**src/hdl/sfd_pkg.sv**
```systemverilog
// ----------------------------------------------------------------------------
// Stream frame deframer package
// Types, codes and constants shared by the deframer modules.
// ----------------------------------------------------------------------------
`default_nettype none

package sfd_pkg;

    localparam int unsigned HDR_BYTES = 20;
    localparam int unsigned HDR_CNT_W = 5;
    localparam logic [HDR_CNT_W-1:0] HDR_LAST = HDR_CNT_W'(HDR_BYTES - 1);

    localparam logic [7:0] MAGIC_B0 = 8'h52;
    localparam logic [7:0] MAGIC_B1 = 8'h4D;
    localparam logic [7:0] MAGIC_B2 = 8'h50;
    localparam logic [7:0] MAGIC_B3 = 8'h31;

    localparam logic [31:0] FILE_CHUNK_LIMIT = 32'(28 + 512 * 1024);

    localparam logic [31:0] PAYLOAD_CAP_RST = 32'd1048576;
    localparam logic [7:0]  EXP_VERSION_RST = 8'd1;
    localparam logic [7:0]  FILE_TYPE_RST   = 8'd0;

    localparam int unsigned CFG_IDX_W = 2;
    localparam logic [CFG_IDX_W-1:0] CFG_PAYLOAD_CAP = 2'd0;
    localparam logic [CFG_IDX_W-1:0] CFG_EXP_VERSION = 2'd1;
    localparam logic [CFG_IDX_W-1:0] CFG_FILE_TYPE   = 2'd2;

    localparam logic [1:0] KIND_HEADER  = 2'd0;
    localparam logic [1:0] KIND_PAYLOAD = 2'd1;
    localparam logic [1:0] KIND_ERROR   = 2'd2;

    localparam logic [1:0] ERR_MAGIC   = 2'd0;
    localparam logic [1:0] ERR_VERSION = 2'd1;
    localparam logic [1:0] ERR_LENGTH  = 2'd2;

    typedef enum logic [1:0] {
        PH_HEADER  = 2'd0,
        PH_PAYLOAD = 2'd1,
        PH_ERROR   = 2'd2
    } phase_t;

    typedef struct packed {
        logic [31:0] payload_cap;
        logic [7:0]  expected_version;
        logic [7:0]  file_chunk_type;
    } cfg_t;

    typedef struct packed {
        logic [1:0]  kind;
        logic [7:0]  frame_version;
        logic [7:0]  frame_type;
        logic [15:0] frame_flags;
        logic [31:0] payload_length;
        logic [63:0] msg_ident;
        logic [7:0]  data_out;
        logic        last;
        logic [1:0]  error_code;
    } result_t;

endpackage

`default_nettype wire

```
**src/hdl/sfd_cfg_regs.sv**
```systemverilog
// ----------------------------------------------------------------------------
// Deframer configuration registers
// Holds the payload limit, expected version and file-chunk type.
// ----------------------------------------------------------------------------
`default_nettype none

module sfd_cfg_regs (
    input  wire logic                          aclk,
    input  wire logic                          aresetn,
    input  wire logic                          cfg_valid,
    output logic                               cfg_ready,
    input  wire logic [sfd_pkg::CFG_IDX_W-1:0] cfg_index,
    input  wire logic [31:0]                   cfg_data,
    output sfd_pkg::cfg_t                      cfg
);
    import sfd_pkg::*;

    cfg_t cfg_reg;
    cfg_t cfg_next;

    assign cfg_ready = 1'b1;
    assign cfg       = cfg_reg;

    always_comb begin
        cfg_next = cfg_reg;
        if (cfg_valid) begin
            case (cfg_index)
                CFG_PAYLOAD_CAP: cfg_next.payload_cap      = cfg_data;
                CFG_EXP_VERSION: cfg_next.expected_version = cfg_data[7:0];
                CFG_FILE_TYPE:   cfg_next.file_chunk_type  = cfg_data[7:0];
                default:         cfg_next = cfg_reg;
            endcase
        end
    end

    always_ff @(posedge aclk) begin
        if (!aresetn) begin
            cfg_reg.payload_cap      <= PAYLOAD_CAP_RST;
            cfg_reg.expected_version <= EXP_VERSION_RST;
            cfg_reg.file_chunk_type  <= FILE_TYPE_RST;
        end else begin
            cfg_reg <= cfg_next;
        end
    end

endmodule

`default_nettype wire

```
**src/hdl/sfd_core.sv**
```systemverilog
// ----------------------------------------------------------------------------
// Deframer core
// Header collection, header checks, payload count and sticky error state.
// ----------------------------------------------------------------------------
`default_nettype none

module sfd_core (
    input  wire logic          aclk,
    input  wire logic          aresetn,
    input  wire logic          step,
    input  wire logic [7:0]    data_byte,
    input  sfd_pkg::cfg_t      cfg,
    output logic               has_result,
    output sfd_pkg::result_t   result
);
    import sfd_pkg::*;

    phase_t                 phase_reg, phase_next;
    logic [HDR_CNT_W-1:0]   hdr_cnt_reg, hdr_cnt_next;
    logic [31:0]            remain_reg, remain_next;
    logic [1:0]             err_reg, err_next;
    logic [7:0]             hdr_store_reg [HDR_BYTES-1];

    logic [HDR_CNT_W-1:0]   hdr_idx;
    logic                   hdr_done;
    logic                   magic_ok;
    logic                   version_ok;
    logic                   length_ok;
    logic [31:0]            hdr_len;
    logic [31:0]            limit;
    logic [31:0]            remain_dec;

    assign hdr_idx  = (hdr_cnt_reg >= HDR_CNT_W'(HDR_BYTES)) ? '0 : hdr_cnt_reg;
    assign hdr_done = (hdr_idx == HDR_LAST);

    assign magic_ok = (hdr_store_reg[0] == MAGIC_B0) && (hdr_store_reg[1] == MAGIC_B1) &&
                      (hdr_store_reg[2] == MAGIC_B2) && (hdr_store_reg[3] == MAGIC_B3);
    assign version_ok = (hdr_store_reg[4] == cfg.expected_version);
    assign hdr_len    = {hdr_store_reg[8], hdr_store_reg[9],
                         hdr_store_reg[10], hdr_store_reg[11]};
    assign limit      = (hdr_store_reg[5] == cfg.file_chunk_type) ? FILE_CHUNK_LIMIT
                                                                  : cfg.payload_cap;
    assign length_ok  = (hdr_len <= limit);
    assign remain_dec = (remain_reg != '0) ? remain_reg - 32'd1 : remain_reg;

    // next state
    always_comb begin
        phase_next   = phase_reg;
        hdr_cnt_next = hdr_cnt_reg;
        remain_next  = remain_reg;
        err_next     = err_reg;
        if (step) begin
            case (phase_reg)
                PH_ERROR: begin
                    phase_next = PH_ERROR;
                end
                PH_PAYLOAD: begin
                    remain_next = remain_dec;
                    if (remain_dec == '0) begin
                        phase_next   = PH_HEADER;
                        hdr_cnt_next = '0;
                    end
                end
                default: begin
                    if (!hdr_done) begin
                        hdr_cnt_next = hdr_idx + HDR_CNT_W'(1);
                    end else begin
                        hdr_cnt_next = '0;
                        if (!magic_ok) begin
                            err_next   = ERR_MAGIC;
                            phase_next = PH_ERROR;
                        end else if (!version_ok) begin
                            err_next   = ERR_VERSION;
                            phase_next = PH_ERROR;
                        end else if (!length_ok) begin
                            err_next   = ERR_LENGTH;
                            phase_next = PH_ERROR;
                        end else if (hdr_len == '0) begin
                            phase_next = PH_HEADER;
                        end else begin
                            remain_next = hdr_len;
                            phase_next  = PH_PAYLOAD;
                        end
                    end
                end
            endcase
        end
    end

    // result
    always_comb begin
        has_result = 1'b0;
        result     = '0;
        case (phase_reg)
            PH_ERROR: begin
                has_result        = 1'b1;
                result.kind       = KIND_ERROR;
                result.error_code = err_reg;
            end
            PH_PAYLOAD: begin
                has_result      = 1'b1;
                result.kind     = KIND_PAYLOAD;
                result.data_out = data_byte;
                result.last     = (remain_dec == '0);
            end
            default: begin
                if (hdr_done) begin
                    has_result = 1'b1;
                    if (!magic_ok) begin
                        result.kind       = KIND_ERROR;
                        result.error_code = ERR_MAGIC;
                    end else if (!version_ok) begin
                        result.kind       = KIND_ERROR;
                        result.error_code = ERR_VERSION;
                    end else if (!length_ok) begin
                        result.kind       = KIND_ERROR;
                        result.error_code = ERR_LENGTH;
                    end else begin
                        result.kind           = KIND_HEADER;
                        result.frame_version  = hdr_store_reg[4];
                        result.frame_type     = hdr_store_reg[5];
                        result.frame_flags    = {hdr_store_reg[6], hdr_store_reg[7]};
                        result.payload_length = hdr_len;
                        result.msg_ident      = {hdr_store_reg[12], hdr_store_reg[13],
                                                 hdr_store_reg[14], hdr_store_reg[15],
                                                 hdr_store_reg[16], hdr_store_reg[17],
                                                 hdr_store_reg[18], data_byte};
                        result.last           = (hdr_len == '0);
                    end
                end
            end
        endcase
    end

    always_ff @(posedge aclk) begin
        if (!aresetn) begin
            phase_reg   <= PH_HEADER;
            hdr_cnt_reg <= '0;
            remain_reg  <= '0;
            err_reg     <= '0;
        end else begin
            phase_reg   <= phase_next;
            hdr_cnt_reg <= hdr_cnt_next;
            remain_reg  <= remain_next;
            err_reg     <= err_next;
        end
    end

    // last header byte is used straight from the input, never stored
    always_ff @(posedge aclk) begin
        if (step && (phase_reg != PH_PAYLOAD) && (phase_reg != PH_ERROR) && !hdr_done) begin
            hdr_store_reg[hdr_idx] <= data_byte;
        end
    end

endmodule

`default_nettype wire

```
**src/hdl/stream_frame_deframer_top.sv**
```systemverilog
// ----------------------------------------------------------------------------
// Stream frame deframer
// Splits a byte stream of length-prefixed frames into header and payload items.
// ----------------------------------------------------------------------------
// Usage:
//   s_ channel: one stream byte per transfer in s_tdata[7:0].
//   m_ channel: one result per transfer; m_tuser is the kind (header, payload,
//     error), m_tlast marks the final item of a frame, m_tdata the fields.
//   cfg channel: cfg_index 0 payload limit, 1 expected version, 2 file-chunk
//     type; write only while the block is idle. cfg_ready is always high.
//   Header bytes but the last produce no result; the last header byte yields
//     the header item or an error report; payload bytes pass through one each.
//   Path: a byte accepted into the input register is decoded when it advances,
//     and its result is then offered on m_ from the output register.
//   Throughput: one byte per cycle while m_tready is high, set by the input
//     register feeding the combinational decode into the output register.
//   Reset: aresetn low clears the phase, counters, error and both valid flags,
//     and restores the default configuration. No clearing pass is needed.
//   Stall: while m_tready is low one result waits in the output register and
//     one more byte is held in the input register; s_tready then drops.
//   Errors are sticky: every later byte yields an error report until reset.
// ----------------------------------------------------------------------------
`default_nettype none

module stream_frame_deframer_top (
    input  wire logic                          aclk,
    input  wire logic                          aresetn,
    input  wire logic                          s_tvalid,
    output logic                               s_tready,
    input  wire logic [7:0]                    s_tdata,    // [7:0] data_byte
    output logic                               m_tvalid,
    input  wire logic                          m_tready,
    // [7:0] frame_version, [15:8] frame_type, [31:16] frame_flags,
    // [63:32] payload_length, [127:64] msg_ident, [135:128] data_out,
    // [137:136] error_code, [143:138] zero
    output logic [143:0]                       m_tdata,
    output logic [1:0]                         m_tuser,    // [1:0] kind
    output logic                               m_tlast,
    input  wire logic                          cfg_valid,
    output logic                               cfg_ready,
    input  wire logic [sfd_pkg::CFG_IDX_W-1:0] cfg_index,
    input  wire logic [31:0]                   cfg_data
);
    import sfd_pkg::*;

    cfg_t       cfg;
    logic       in_valid_reg;
    logic [7:0] in_data_reg;
    logic       out_valid_reg;
    result_t    out_reg;
    logic       advance;
    logic       has_result;
    result_t    result;

    assign advance  = in_valid_reg && (!out_valid_reg || m_tready);
    assign s_tready = !in_valid_reg || advance;

    sfd_cfg_regs u_cfg (
        .aclk      (aclk),
        .aresetn   (aresetn),
        .cfg_valid (cfg_valid),
        .cfg_ready (cfg_ready),
        .cfg_index (cfg_index),
        .cfg_data  (cfg_data),
        .cfg       (cfg)
    );

    sfd_core u_core (
        .aclk       (aclk),
        .aresetn    (aresetn),
        .step       (advance),
        .data_byte  (in_data_reg),
        .cfg        (cfg),
        .has_result (has_result),
        .result     (result)
    );

    always_ff @(posedge aclk) begin
        if (!aresetn) begin
            in_valid_reg  <= 1'b0;
            out_valid_reg <= 1'b0;
        end else begin
            if (s_tvalid && s_tready) begin
                in_valid_reg <= 1'b1;
            end else if (advance) begin
                in_valid_reg <= 1'b0;
            end
            if (advance && has_result) begin
                out_valid_reg <= 1'b1;
            end else if (m_tready) begin
                out_valid_reg <= 1'b0;
            end
        end
    end

    always_ff @(posedge aclk) begin
        if (s_tvalid && s_tready) begin
            in_data_reg <= s_tdata;
        end
        if (advance && has_result) begin
            out_reg <= result;
        end
    end

    assign m_tvalid = out_valid_reg;
    assign m_tuser  = out_reg.kind;
    assign m_tlast  = out_reg.last;
    assign m_tdata  = {6'b0, out_reg.error_code, out_reg.data_out, out_reg.msg_ident,
                       out_reg.payload_length, out_reg.frame_flags, out_reg.frame_type,
                       out_reg.frame_version};

endmodule

`default_nettype wire

```
**config.mk**
```make
export PLATFORM = sky130hd
export DESIGN_NAME = stream_frame_deframer_top
export DESIGN_NICKNAME = d
export VERILOG_FILES = /design/src/hdl/sfd_pkg.sv /design/src/hdl/sfd_cfg_regs.sv /design/src/hdl/sfd_core.sv /design/src/hdl/stream_frame_deframer_top.sv
export SDC_FILE = /design/constraint.sdc
export NUM_CORES = 1
export LEC_CHECK = 0
export ABC_AREA = 1
export BUFFER_PORTS_ARGS = -buffer_cell sky130_fd_sc_hd__buf_2
export CORE_ASPECT_RATIO = 2
export CORE_MARGIN = 1
export CORE_UTILIZATION = 30
export CTS_BUF_LIST = sky130_fd_sc_hd__clkbuf_8
export CTS_CLUSTER_DIAMETER = 120
export DETAILED_ROUTE_END_ITERATION = 12
export PLACE_DENSITY = 0.47
export SETUP_SLACK_MARGIN = 0.1
export SYNTH_ARGS = -nofsm -noshare
export SYNTH_HDL_FRONTEND = slang
export SYNTH_HIERARCHICAL = 1
export SYNTH_SLANG_ARGS = --single-unit
```
**constraint.sdc**
```tcl
create_clock -name aclk -period 9.3 [get_ports aclk]
set_clock_uncertainty 0.15 [all_clocks]
set_input_delay 1.86 -clock aclk [delete_from_list [all_inputs] [get_ports aclk]]
set_output_delay 1.86 -clock aclk [all_outputs]
set_load 0.01 [all_outputs]
```
# Word-level counts from Yosys, hierarchy flattened
# Memories as Yosys holds them, arrays and structs flattened.
# Index checks and enable logic that the tools add are counted.
op_classes:
  muxes: 46
  bitwise: 6
  n_eq_ne: 16
  order_cmp: 2
  reduce_logical: 34
  add_sub_neg: 2
ops:
  columns: ["cell", "count"]
  rows:
  - ["$mux W128", 3]
  - ["$mux W32", 7]
  - ["$mux W130", 1]
  - ["$logic_not A32 Y1", 2]
  - ["$pmux W32 S2", 1]
  - ["$le A32 B32 Y1", 1]
  - ["$reduce_bool A32 Y1", 1]
  - ["$sub A32 B1 Y32 const B", 1]
  - ["$mux W2", 13]
  - ["$eq A8 B7 Y1 const B", 3]
  - ["$eq A8 B8 Y1", 2]
  - ["$mux W5", 3]
  - ["$mux W1", 12]
  - ["$pmux W2 S2", 3]
  - ["$reduce_bool A2 Y1", 6]
  - ["$pmux W5 S2", 1]
  - ["$logic_and A1 B1 Y1", 9]
  - ["$eq A8 B6 Y1 const B", 1]
  - ["$reduce_and A7 Y1", 1]
  - ["$not A1 Y1", 6]
  - ["$reduce_and A2 Y1", 3]
  - ["$reduce_and A3 Y1", 2]
  - ["$reduce_or A6 Y1", 1]
  - ["$add A5 B1 Y5 const B", 1]
  - ["other kinds (15)", 22]
totals:
  wordCells: 126
  mem_bits_rw: 152
  in_bits: 47
  ff_bits: 240
  memories: 1
  out_inout_bits: 150
memory_table:
  columns: ["memory", "words", "word_bits", "rd", "rd_clocked_by_memory_dff", "write_ports", "line_no", "rtl"]
  rows:
  - ["u_core.hdr_store_reg", 19, 8, 19, 0, 1, "sfd_core.sv:22", "logic [7:0] hdr_store_reg [HDR_BYTES-1];"]

# Logic depth before layout (Yosys ltp)
# Gate-level depths: netlist of the first run.
# An unclocked memory read counts as a cell.
depth:
  ltp_word: 9
  mapped_depth: 25
  mapped_depth_nobuf: 22

# By module
# The synthesis of the first run kept the hierarchy.
modules_own_cells:
  columns: ["module", "cells_each", "seq_area_each_um2", "area_per_inst_um2", "instances"]
  rows:
  - ["sfd_core", 1356, 5385.2, 10680.2, 1]
  - ["stream_frame_deframer_top", 173, 4514.3, 4630.7, 1]
  - ["sfd_cfg_regs", 312, 960.9, 2085.8, 1]

# Worst setup path before layout of the first run
# Ideal clock, no wire load.
synth_path:
  path_type: "input -> register"
  from: "input m_tready"
  to: "register out_reg, in the netlist m_tdata[0] (enable)"
  n_path_buf: 0
  arrival_ps: 7900
  setup_ps: 644
  cell_stages: 4
  required_ps: 8506
  setup_slack_ps: 606
  cell_sequence: "inv_1 > nand2_1 > nand2_1 > nor2_1"
synth_via:
  elab_chain_cells: 3
synth_rtl:
  columns: ["element", "line_no", "rtl"]
  rows:
  - ["start: declaration", "stream_frame_deframer_top.sv:32", "input wire logic m_tready,"]
  - ["$logic_or A1 B1 Y1", "stream_frame_deframer_top.sv:55", "assign advance = in_valid_reg && (!out_valid_reg || m_tready);"]
  - ["$logic_and A1 B1 Y1", "stream_frame_deframer_top.sv:55", null]
  - ["$logic_and A1 B1 Y1", "stream_frame_deframer_top.sv:100", "if (advance && has_result) begin"]
  - ["end signal: assignment", "stream_frame_deframer_top.sv:101", "out_reg <= result;"]
  - ["end: declaration", "stream_frame_deframer_top.sv:50", "result_t out_reg;"]
# No other way between the ends.
# A chain may end at the register's enable or synchronous reset.

==> results.md, run 1 <==
* Status: completed
* Internal power at 2.81 mW
* Site Rows at 124
* Vias post-DR at 13.0k
* Reg-to-reg startpoint: u_core/hdr_store_reg[5][4]$_DFFE_PP_
* CP Data Arrival Time at 5330 ps
* Fillers at 5,852
* Vias in the first global route at 13.2k
* Distinct cells, synth at 44
* Clock period minus worst slack at 5110 ps
* Max_slew headroom at 0.278
* Gr usage total at 0.184
* Synth Area in Simple Gates at 0.219
* WHS Endpoint: u_core/hdr_cnt_reg[0]$_SDFFE_PN0P_
* CTS hold repair buffers at 0
* Cells on Worst Hold Path at 2
* Worst-skew pair later-pin latency at 680 ps
* Total gr overflow at 0
* Worst-margin pin slew at 1070 ps
* Final period utilization at 0.549
* Final net count at 2,133
* Drc violations at 0
* Chip width at 172 µm
* Fraction of the mapped netlist area in adder cells at 0.0288
* Async set or reset register ratio after synthesis at 0
* Reg2reg path depth at 18
* Initial antenna violation count at 2
* Global-route wire length before repair at 79,400 µm
* Clk sink count at 392
* CP required at 9520 ps
* RSZ-0062 raised after global routing: no
* Syn. warnings at 6
* Post-synth EDFFs at 301
* Initial Utilization at 0.304
* Synth Area in Compound Gates at 0.0406
* VDD IR-drop max at 0.000106 V
* Fmax at 196 MHz
* Global placer's final weighted congestion at 0.987
* Largest net degree at the start of global routing at 91
* Initial drt markers at 765
* Clock buffer depth at 3
* Mux contribution to synthesized area at 0
* CP Class: flop to flop
* Postcts setup bufs at 0
* Die area at 59,000 µm²
* Vias per cell at 4.56
* Final setup TNS at 0 ps
* Comb pwr share at 0.030
* Max FFs per register at 152
* Lkg Pwr at 8.78 nW
* Core ar. at 57,200 µm²
* CTS clk-pin slew, worst paths at 70 ps
* # setup viols final at 0
* Post-Syn Instances at 1,841
* CTS tree: built
* I/O Buffers at 189
* Most frequent cells in the layout: nand2_1 (395), nor2_1 (375), edfxtp_1 (301)
* Sequential Power Share at 0.525
* Hold/Removal Path Class: flop to flop
* Main combinational cell family by area after synthesis: simple AND/OR/NAND/NOR gates
* Number of buffers created by CTS at 58
* Layout area overhead at 17.4%
* Hold_sp: u_core/hdr_cnt_reg[0]$_SDFFE_PN0P_
* Post-synthesis xor/xnor area fraction at 0.00755
* Switching Power at 0.810 mW
* Number of detailed-route iterations in the first pass at 5
* Main synth FF type: edfxtp_1
* Commonest non-fill, non-tap cell in the layout: nand2_1
* Avg WL per Cell at 18.7 µm
* Worst R2R Setup Slack at 4190 ps
* Resized Gates After CTS at 0
* Syn_area_per_cell at 9.45 µm²
* Die H at 343 µm
* Switch share at 0.224
* Final WL at 53,300 µm
* Root Buffer: clkbuf_8
* Max cap viols at 0
* CP startpoint kind: flop
* Top-level I/O count at 197
* Fin. Hold Viols at 0
* Setup crit end kind: flop
* Post-synthesis sequential area ratio at 0.624
* Reg2reg end: m_tdata[106]$_DFFE_PP_
* Power Dens Cells at 177 nW/µm²
* Detailed Place HPWL at 37,700 µm
* Layout cells sized above 1 at 0.161
* Htree depth at 2
* Post-Syn Area at 17,400 µm²
* Post-route core utilization at 0.357
* Remaining antenna violation count at 0
* #FFs+latches synth at 392
* Clock share of power at 0.445
* Worst-path maximum fanout at 90
* Fin. max-slew vios at 0
## cell usage after synthesis, types with 3 or more instances
master	number	area [µm²]
a21oi_1	64	320
buf_1	4	15.0
buf_2	31	155
buf_4	15	113
clkbuf_1	14	52.6
dfxtp_1	91	1820
edfxtp_1	301	9040
ha_1	40	500
inv_1	273	1020
nand2_1	395	1480
nand2_2	6	37.5
nand2_4	3	33.8
nand3_1	61	305
nand3_2	5	50.1
nand4_1	23	144
nor2_1	376	1410
nor2_2	10	62.6
nor2_4	4	45.0
nor3_1	10	50.1
nor4_1	11	68.8
o21ai_0	57	285
o21ai_1	7	35.0
or2_2	3	18.8
xnor2_1	8	70.1
xor2_1	7	61.3
## critical path, stage by stage, from the launching register on
cell and delay, ps:
edfxtp_1 410, xnor2_1 150, nand2_1 70, nor3_1 120, and3_1 290, clkinv_1 600, nand2_1 230, ha_1 160
nand2_1 90, nor4_1 380, nor3b_2 280, nand2_1 70, nand2_1 60, nand2_1 120, nand2_1 180, nor2_1 110
inv_4 330, buf_4 810, nor2_1 110
## power by group through the flow
stage	clock, mW	sequential (mW)	combinational [mW]
detailed placement	0	1.94	0.109
floorplan	0	1.94	0.0644
CTS	1.67	1.90	0.110
global route	1.73	1.90	0.122
global placement	0	1.94	0.107
finish	1.61	1.90	0.107
## stage by stage
step | power, mW | cells | hold WS (ps) | worst slack, ps | instance area (µm²)
CTS | 3.68 | 2850 | 321 | 4090 | 20400
global route | 3.75 | 2851 | 355 | 3560 | 20400
floorplan | 2.00 | 1846 | 279 | 606 | 17400
finish | 3.62 | 2851 | 318 | 4190 | 20400
detailed placement | 2.05 | 2742 | 310 | 4120 | 19100
global placement | 2.05 | 2742 | 300 | 4190 | 19100
## cells by family after synthesis
| group | count (synthesis) |
|---|---|
| flops | 392 |
| compound gates | 135 |
| other cells | 2 |
| fa+ha+maj | 40 |
| buf+inv | 341 |
| xor+xnor | 15 |
| simple gates | 916 |
## layer usage
layer,vias up,GRT usage,share of wire
met5,-,0,0
met4,0,0.106,0.057
met3,141,0.0279,0.051
met2,439,0.346,0.53
met1,6132,0.190,0.36
li1,6287,-,-
## layout make-up
type / count / area [µm²] / area share
antenna: 1 / 2.50 / 0.000123
sequential: 392 / 10900 / 0.532
tap: 756 / 946 / 0.0463
inverter: 276 / 1040 / 0.0510
clock buffer: 63 / 867 / 0.0424
multi-input combinational: 1113 / 5180 / 0.253
timing repair buffer: 205 / 1070 / 0.0522
clock inverter: 45 / 467 / 0.0228
## worst max path at each step
| stage | start | endpoint | slack [ps] | depth (start not counted) |
|---|---|---|---|---|
| 5_1_grt | u_core/hdr_store_reg[5][5]$_DFFE_PP_ | m_tdata[41]$_DFFE_PP_ | 3560 | 18 |
| 2_1_floorplan | m_tready | m_tdata[0]$_DFFE_PP_ | 610 | 4 |
| 3_3_place_gp | u_core/hdr_store_reg[5][5]$_DFFE_PP_ | m_tdata[90]$_DFFE_PP_ | 4190 | 18 |
| 6_report | u_core/hdr_store_reg[5][4]$_DFFE_PP_ | m_tdata[106]$_DFFE_PP_ | 4190 | 18 |
| 3_5_place_dp | u_core/hdr_store_reg[5][5]$_DFFE_PP_ | m_tdata[32]$_DFFE_PP_ | 4120 | 18 |
| 4_1_cts | u_core/hdr_store_reg[5][5]$_DFFE_PP_ | m_tdata[14]$_DFFE_PP_ | 4090 | 18 |
Power figures use the tool's default switching activity.
==> run 2: changes to the inputs <==
--- a/config.mk
+++ b/config.mk
@@ -5,7 +5,7 @@
 export SDC_FILE = /design/constraint.sdc
 export NUM_CORES = 1
 export LEC_CHECK = 0
-export ABC_AREA = 1
+export ABC_AREA = 0
 export BUFFER_PORTS_ARGS = -buffer_cell sky130_fd_sc_hd__buf_2
 export CORE_ASPECT_RATIO = 2
 export CORE_MARGIN = 1
==> constraint.sdc (replaced) <==
create_clock -name aclk -period 4.7 [get_ports aclk]
set_clock_uncertainty 0.15 [all_clocks]
set_input_delay 0.94 -clock aclk [delete_from_list [all_inputs] [get_ports aclk]]
set_output_delay 0.94 -clock aclk [all_outputs]
set_load 0.01 [all_outputs]
==> results.md, run 2 <==
* Status: completed (unchanged)
* Post-synth EDFFs at 301 (unchanged)
* Worst-skew pair later-pin latency at 640 ps (was 680 ps)
* Final setup TNS at 0 ps (unchanged)
* Setup crit end kind: flop (unchanged)
* Layout cells sized above 1 at 0.221 (was 0.161)
* Crit path buffers/inverters at 3 (unchanged)
* Clock period minus worst slack at 4390 ps (was 5110 ps)
* Post-synthesis sequential area ratio at 0.651 (was 0.624)
* Vias per cell at 4.89 (was 4.56)
* Hold/Removal Path Class: flop to flop (unchanged)
* Detailed Place HPWL at 37,200 µm (was 37,700 µm)
* Initial Utilization at 0.303 (was 0.304)
* Ranking of synthesized cells by area: edfxtp_1 (54%), dfxtp_1 (11%), and2_1 (5.2%), nand2_1 (3.9%), mux2i_1 (3.1%) (was edfxtp_1 (52%), dfxtp_1 (10%), nand2_1 (8.5%), nor2_1 (8.1%), inv_1 (5.9%))
* CP top delay family: compound AO/OA/AOI/OAI gates (was simple AND/OR/NAND/NOR gates)
* VDD IR-drop max at 0.000189 V (was 0.000106 V)
* Worst R2R Setup Slack at 310 ps (was 4190 ps)
* Resized Gates After CTS at 1 (was 0)
* Final net count at 1,651 (was 2,133)
* Most instantiated cells after synthesis: edfxtp_1 (301), nand2_1 (174), and2_1 (140) (was nand2_1 (395), nor2_1 (376), edfxtp_1 (301))
* Synth area leader: edfxtp_1 (unchanged)
* Reg2reg end: u_core/remain_reg[13]$_SDFFE_PN0P_ (was m_tdata[106]$_DFFE_PP_)
* Layout area overhead at 18.6% (was 17.4%)
* Initial antenna violation count at 1 (was 2)
* CP Data Arrival Time at 4740 ps (was 5330 ps)
* Max FFs per register at 152 (unchanged)
* Commonest non-fill, non-tap cell in the layout: edfxtp_1 (was nand2_1)
* Max_slew headroom at 0.345 (was 0.278)
* Remaining antenna violation count at 0 (unchanged)
* Initial drt markers at 671 (was 765)
* Clock buffer depth at 3 (unchanged)
* Fin. max-slew vios at 0 (unchanged)
* Final WL at 51,700 µm (was 53,300 µm)
* Power, Total at 6.59 mW (was 3.62 mW)
* Site Rows at 122 (was 124)
* Reg2reg path depth at 16 (was 18)
* Core ar. at 55,100 µm² (was 57,200 µm²)
* # setup viols final at 0 (unchanged)
* Gr usage total at 0.181 (was 0.184)
* #FFs+latches synth at 392 (unchanged)
* Top-level I/O count at 197 (unchanged)
* Post-Syn Instances at 1,333 (was 1,841)
* Hold_sp: u_cfg/cfg[23]$_SDFFE_PN0P_ (was u_core/hdr_cnt_reg[0]$_SDFFE_PN0P_)
* Most frequent cells in the layout: edfxtp_1 (301), buf_2 (188), nand2_1 (174) (was nand2_1 (395), nor2_1 (375), edfxtp_1 (301))
* Final period utilization at 0.934 (was 0.549)
* Distinct cells, synth at 73 (was 44)
* WHS Endpoint: u_cfg/cfg[23]$_SDFFE_PN0P_ (was u_core/hdr_cnt_reg[0]$_SDFFE_PN0P_)
* Global-route wire length before repair at 75,200 µm (was 79,400 µm)
* I/O Buffers at 189 (unchanged)
* Main synth FF type: edfxtp_1 (unchanged)
* Syn. warnings at 6 (unchanged)
* Number of detailed-route iterations in the first pass at 5 (unchanged)
* Reg-to-reg startpoint: u_core/hdr_store_reg[5][1]$_DFFE_PP_ (was u_core/hdr_store_reg[5][4]$_DFFE_PP_)
* Total gr overflow at 0 (unchanged)
* Slowest-stage cell, CP: a2111oi_1 (was buf_4)
* Root Buffer: clkbuf_8 (unchanged)
* Fmax at 228 MHz (was 196 MHz)
* CP Class: flop to flop (unchanged)
* Chip width at 169 µm (was 172 µm)
* CP cell instances: xor2_1, nor4_2, nand2_1, buf_4, nand2_1, ha_1, a21o_1, a21o_1, a21o_1, a2111o_1, a2111oi_1, buf_4, nor2_2, buf_4, o211ai_1, o31ai_1 (was xnor2_1, nand2_1, nor3_1, and3_1, clkinv_1, nand2_1, ha_1, nand2_1, nor4_1, nor3b_2, nand2_1, nand2_1, nand2_1, nand2_1, nor2_1, inv_4, buf_4, nor2_1)
* CTS hold repair buffers at 0 (unchanged)
* CTS clk-pin slew, worst paths at 70 ps (about the same)
* Htree depth at 2 (unchanged)
* Cells on Worst Hold Path at 2 (unchanged)
* Worst-margin pin slew at 974 ps (was 1070 ps)
* Clk sink count at 392 (unchanged)
* Worst-path maximum fanout at 28 (was 90)
* Die area at 56,600 µm² (was 59,000 µm²)
* Hold Slack at 314 ps (was 318 ps)
* Fin. Hold Viols at 0 (unchanged)
* Dpl cell area at 18,700 µm² (was 19,100 µm²)
* Die H at 336 µm (was 343 µm)
* Vias in the first global route at 11.7k (was 13.2k)
* Drc violations at 0 (unchanged)
* RSZ-0062 raised after global routing: no (unchanged)
* Post-Syn Area at 16,700 µm² (was 17,400 µm²)
* Vias post-DR at 11.5k (was 13.0k)
* Power Dens Cells at 333 nW/µm² (was 177 nW/µm²)
* Async set or reset register ratio after synthesis at 0 (unchanged)
* CP startpoint kind: flop (unchanged)
* CP required at 5050 ps (was 9520 ps)
* Syn_area_per_cell at 12.5 µm² (was 9.45 µm²)
* Global placer's final weighted congestion at 0.926 (was 0.987)
* Avg WL per Cell at 21.9 µm (was 18.7 µm)
* Worst path max stage delay at 510 ps (was 810 ps)
* Yosys top cell area share at 0.541 (was 0.520)
* Number of buffers created by CTS at 56 (was 58)
* Design Area, Final at 19,800 µm² (was 20,400 µm²)
* Lkg Pwr at 8.03 nW (was 8.78 nW)
* Top-count cell post-synth: edfxtp_1 (was nand2_1)
* Largest net degree at the start of global routing at 116 (was 91)
* Postcts setup bufs at 0 (unchanged)
* CTS tree: built (unchanged)
* Max cap viols at 0 (unchanged)
[run 2: changes by cell type in the layout (fill, tap and decap cells not counted), moves of 12 or more]
| cell | before | now |
|---|---|---|
| inv_1 | 282 | 44 |
| and2_1 | 1 | 140 |
| a21oi_1 | 64 | 51 |
| mux2i_1 | 0 | 52 |
| nor2_1 | 375 | 71 |
| nand3_1 | 61 | 17 |
| nor3_1 | 10 | 24 |
| xor2_1 | 7 | 19 |
| o21ai_0 | 57 | 27 |
| o31ai_1 | 0 | 13 |
| nand2_1 | 395 | 174 |
| nor4_1 | 11 | 25 |
| buf_4 | 16 | 56 |
[run 2: worst reg2reg max path: cells and delay by family (launching register included)]
kind                       cells  cell delay [ps]
buffers and inverters          3              730
xor gates and xnor gates       1              170
adders and majority gates      1              240
and+or+nand+nor                4              730
AOI/OAI and AO/OA              7             1800
DFF                            1              420
[run 2: metrics by stage]
step	worst slack [ps]	instances	utilization
floorplan	144	1338	-
global placement	85.8	2250	0.339
detailed placement	70.8	2250	0.339
CTS	142	2354	0.359
global route	126	2355	0.359
finish	311	2355	0.359
[run 2: layer usage]
layer  GRT usage  share of wire
met3      0.0238          0.040
met2       0.354           0.56
met5           0              0
met4       0.101          0.054
met1       0.181           0.35
[run 2: where the power goes]
part / switching, mW / internal (mW) / leakage, nW / total (mW)
combinational: 0.125 / 0.0568 / 3.53 / 0.182
clock: 1.31 / 1.35 / 0.667 / 2.67
sequential: 0.0147 / 3.73 / 3.82 / 3.74
[run 2: kinds of logic after synthesis]
group,Yosys count,share of synthesized area
DFF,392,0.651
muxes,57,0.0346
xor gates and xnor gates,22,0.0115
and+or+nand+nor,541,0.170
other,2,0.000450
adders and majority gates,40,0.0300
AOI/OAI and AO/OA,183,0.0741
buffers and inverters,96,0.0289
[run 2: layout make-up]
type                    count  area (µm²)
diodes                      1        2.50
well taps                 744         931
clock inverters            40         218
clock buffers              64         881
flip-flops and latches    392       10900
inverters                  16        60.1
repair buffers            248        1440
fillers                  5442       35300
multi-input cells         850        5410
[run 2: worst max path at each step]
stage	cells after the start	slack, ps	startpoint	to
finish	16	310	u_core/hdr_store_reg[5][1]$_DFFE_PP_	u_core/remain_reg[13]$_SDFFE_PN0P_
global placement	16	90	u_core/hdr_store_reg[5][1]$_DFFE_PP_	u_core/remain_reg[13]$_SDFFE_PN0P_
global route	16	130	u_core/hdr_store_reg[5][7]$_DFFE_PP_	u_core/remain_reg[16]$_SDFFE_PN0P_
floorplan	16	140	u_core/hdr_store_reg[5][1]$_DFFE_PP_	u_core/remain_reg[18]$_SDFFE_PN0P_
CTS	16	140	u_core/hdr_store_reg[5][1]$_DFFE_PP_	u_core/remain_reg[13]$_SDFFE_PN0P_
detailed placement	16	70	u_core/hdr_store_reg[5][1]$_DFFE_PP_	u_core/remain_reg[13]$_SDFFE_PN0P_
==> run 3: changes to the inputs <==
--- a/config.mk
+++ b/config.mk
@@ -7,7 +7,6 @@
 export LEC_CHECK = 0
 export ABC_AREA = 0
 export BUFFER_PORTS_ARGS = -buffer_cell sky130_fd_sc_hd__buf_2
-export CORE_ASPECT_RATIO = 2
 export CORE_MARGIN = 1
 export CORE_UTILIZATION = 30
 export CTS_BUF_LIST = sky130_fd_sc_hd__clkbuf_8
==> results.md, run 3 (synthesis results as in run 2) <==
* CP required at 5050 ps (about the same)
* I/O Buffers at 189 (unchanged)
* Vias per cell at 4.84 (was 4.89)
* Initial Utilization at 0.304 (was 0.303)
* Htree depth at 3 (was 2)
* Core ar. at 55,000 µm² (was 55,100 µm²)
* CP Class: flop to flop (unchanged)
* Lkg Pwr at 8.06 nW (was 8.03 nW)
* Fmax at 230 MHz (was 228 MHz)
* Resized Gates After CTS at 0 (was 1)
* Max FFs per register at 152 (unchanged)
* Detailed Place HPWL at 32,100 µm (was 37,200 µm)
* Hold/Removal Path Class: flop to flop (unchanged)
* CTS tree: built (unchanged)
* Global-route wire length before repair at 71,800 µm (was 75,200 µm)
* Max cap viols at 0 (unchanged)
* Power Dens Cells at 355 nW/µm² (was 333 nW/µm²)
* CP Launch Point: u_core/hdr_store_reg[5][7]$_DFFE_PP_ (was u_core/hdr_store_reg[5][1]$_DFFE_PP_)
* Largest net degree at the start of global routing at 74 (was 116)
* Worst R2R Setup Slack at 360 ps (was 310 ps)
* Fillers at 5,508 (was 5,442)
* Worst-skew pair later-pin latency at 630 ps (was 640 ps)
* Placed cell count at 2,234 (was 2,250)
* CTS hold repair buffers at 0 (unchanged)
* Global placer's final weighted congestion at 0.899 (was 0.926)
* Fin cells at 2,363 (was 2,355)
* Clock buffer depth at 3 (unchanged)
* Chip width at 238 µm (was 169 µm)
* Top-level I/O count at 197 (unchanged)
* CP Data Arrival Time at 4690 ps (was 4740 ps)
* Number of buffers created by CTS at 72 (was 56)
* Vias in the first global route at 11.0k (was 11.7k)
* Number of detailed-route iterations in the first pass at 7 (was 5)
* Hold Slack at 315 ps (was 314 ps)
* Status: completed (unchanged)
* Post-route core utilization at 0.362 (was 0.359)
* Setup crit end kind: flop (unchanged)
* CTS clk-pin slew, worst paths at 70 ps (about the same)
* Avg WL per Cell at 20.7 µm (was 21.9 µm)
* Site Rows at 86 (was 122)
* Worst-margin pin slew at 1060 ps (was 974 ps)
* Die H at 238 µm (was 336 µm)
* Clock period minus worst slack at 4340 ps (was 4390 ps)
* CP startpoint kind: flop (unchanged)
* RSZ-0062 raised after global routing: no (unchanged)
* Vias post-DR at 11.4k (was 11.5k)
* Initial antenna violation count at 3 (was 1)
* Postcts setup bufs at 0 (unchanged)
* Root Buffer: clkbuf_8 (unchanged)
* Reg2reg path depth at 18 (was 16)
* Final WL at 48,900 µm (was 51,700 µm)
* Design Area, Final at 19,900 µm² (was 19,800 µm²)
* Reg2reg end: u_core/remain_reg[1]$_SDFFE_PN0P_ (was u_core/remain_reg[13]$_SDFFE_PN0P_)
* Dpl cell area at 18,500 µm² (was 18,700 µm²)
* Die area at 56,600 µm² (about the same)
* Final setup TNS at 0 ps (unchanged)
* Fin. Hold Viols at 0 (unchanged)
* Final period utilization at 0.924 (was 0.934)
* Commonest non-fill, non-tap cell in the layout: edfxtp_1 (unchanged)
* Max_slew headroom at 0.292 (was 0.345)
* Most frequent cells in the layout: edfxtp_1 (301), buf_2 (188), nand2_1 (174) (unchanged)
* Reg-to-reg startpoint: u_core/hdr_store_reg[5][7]$_DFFE_PP_ (was u_core/hdr_store_reg[5][1]$_DFFE_PP_)
* Gr usage total at 0.171 (was 0.181)
* Remaining antenna violation count at 0 (unchanged)
* Initial drt markers at 1,026 (was 671)
* Layout area overhead at 19.3% (was 18.6%)
* Drc violations at 0 (unchanged)
* Final net count at 1,647 (was 1,651)
* Fin. max-slew vios at 0 (unchanged)
* # setup viols final at 0 (unchanged)
* Total gr overflow at 0 (unchanged)
* VDD IR-drop max at 0.000201 V (was 0.000189 V)
* CP Capture Point: u_core/remain_reg[1]$_SDFFE_PN0P_ (was u_core/remain_reg[13]$_SDFFE_PN0P_)
* Layout cells sized above 1 at 0.219 (was 0.221)
* Clk sink count at 392 (unchanged)
* Worst-path maximum fanout at 46 (was 28)
[run 3: cell types whose count changed in the layout (fill, tap and decap cells not counted), sizes merged]
cell,change
clkinv,+6
inv,+1
buf,-20
diode,+1
clkbuf,+16
[run 3: worst min path at each step]
| stage | slack, ps | start | depth (start not counted) | to |
|---|---|---|---|---|
| 2_1_floorplan | 280 | u_cfg/cfg[16]$_SDFFE_PN0P_ | 2 | u_cfg/cfg[16]$_SDFFE_PN0P_ |
| 3_3_place_gp | 290 | u_cfg/cfg[20]$_SDFFE_PN0P_ | 2 | u_cfg/cfg[20]$_SDFFE_PN0P_ |
| 3_5_place_dp | 300 | u_cfg/cfg[18]$_SDFFE_PN0P_ | 2 | u_cfg/cfg[18]$_SDFFE_PN0P_ |
| 4_1_cts | 280 | s_tdata[7] | 1 | in_data_reg[7]$_DFFE_PP_ |
| 5_1_grt | 300 | s_tdata[2] | 1 | in_data_reg[2]$_DFFE_PP_ |
| 6_report | 320 | u_cfg/cfg[18]$_SDFFE_PN0P_ | 2 | u_cfg/cfg[18]$_SDFFE_PN0P_ |
[run 3: layout make-up]
| cell class | instances | area (µm²) | area share |
|---|---|---|---|
| clock buffers | 80 | 1100 | 0.0553 |
| multi-input cells | 850 | 5400 | 0.271 |
| diodes | 2 | 5.00 | 0.000251 |
| repair buffers | 228 | 1290 | 0.0648 |
| well taps | 748 | 936 | 0.0470 |
| inverters | 16 | 60.1 | 0.00302 |
| flip-flops and latches | 392 | 10900 | 0.545 |
| clock inverters | 47 | 265 | 0.0133 |
[run 3: through the flow]
step,total power [mW],setup WS [ps]
final,7.06,356
after global routing,7.35,156
after CTS,7.19,369
after detailed placement,4.01,401
after global placement,4.00,506
after floorplan,3.92,144
[run 3: layer usage]
metal | GRT usage | share of wire | vias up
met3 | 0.0360 | 0.068 | 89
met1 | 0.246 | 0.47 | 5606
li1 | - | - | 5348
met5 | 0 | 0 | -
met4 | 0.0764 | 0.032 | 0
met2 | 0.246 | 0.43 | 401
[run 3: worst max-delay path, cell delays in order (launching register included)]
cell and delay [ps]:
edfxtp_1 410, xor2_1 160, nor4_1 360, buf_4 200, nand2_1 50, buf_4 210
and2_1 190, ha_1 260, nand4_1 100, nor4_1 60, buf_4 140, a211o_1 280
o22ai_1 360, a2111oi_0 120, buf_4 180, nor2_2 280, buf_12 280, a21oi_1 90
o221a_2 310
[run 3: power by group]
part           switching (mW)  internal (mW)  total (mW)  leakage, nW
Combinational           0.130         0.0567       0.187         3.43
Clock                    1.45           1.68        3.13        0.799
Sequential             0.0130           3.73        3.74         3.82
Total                    1.60           5.47        7.06         8.06
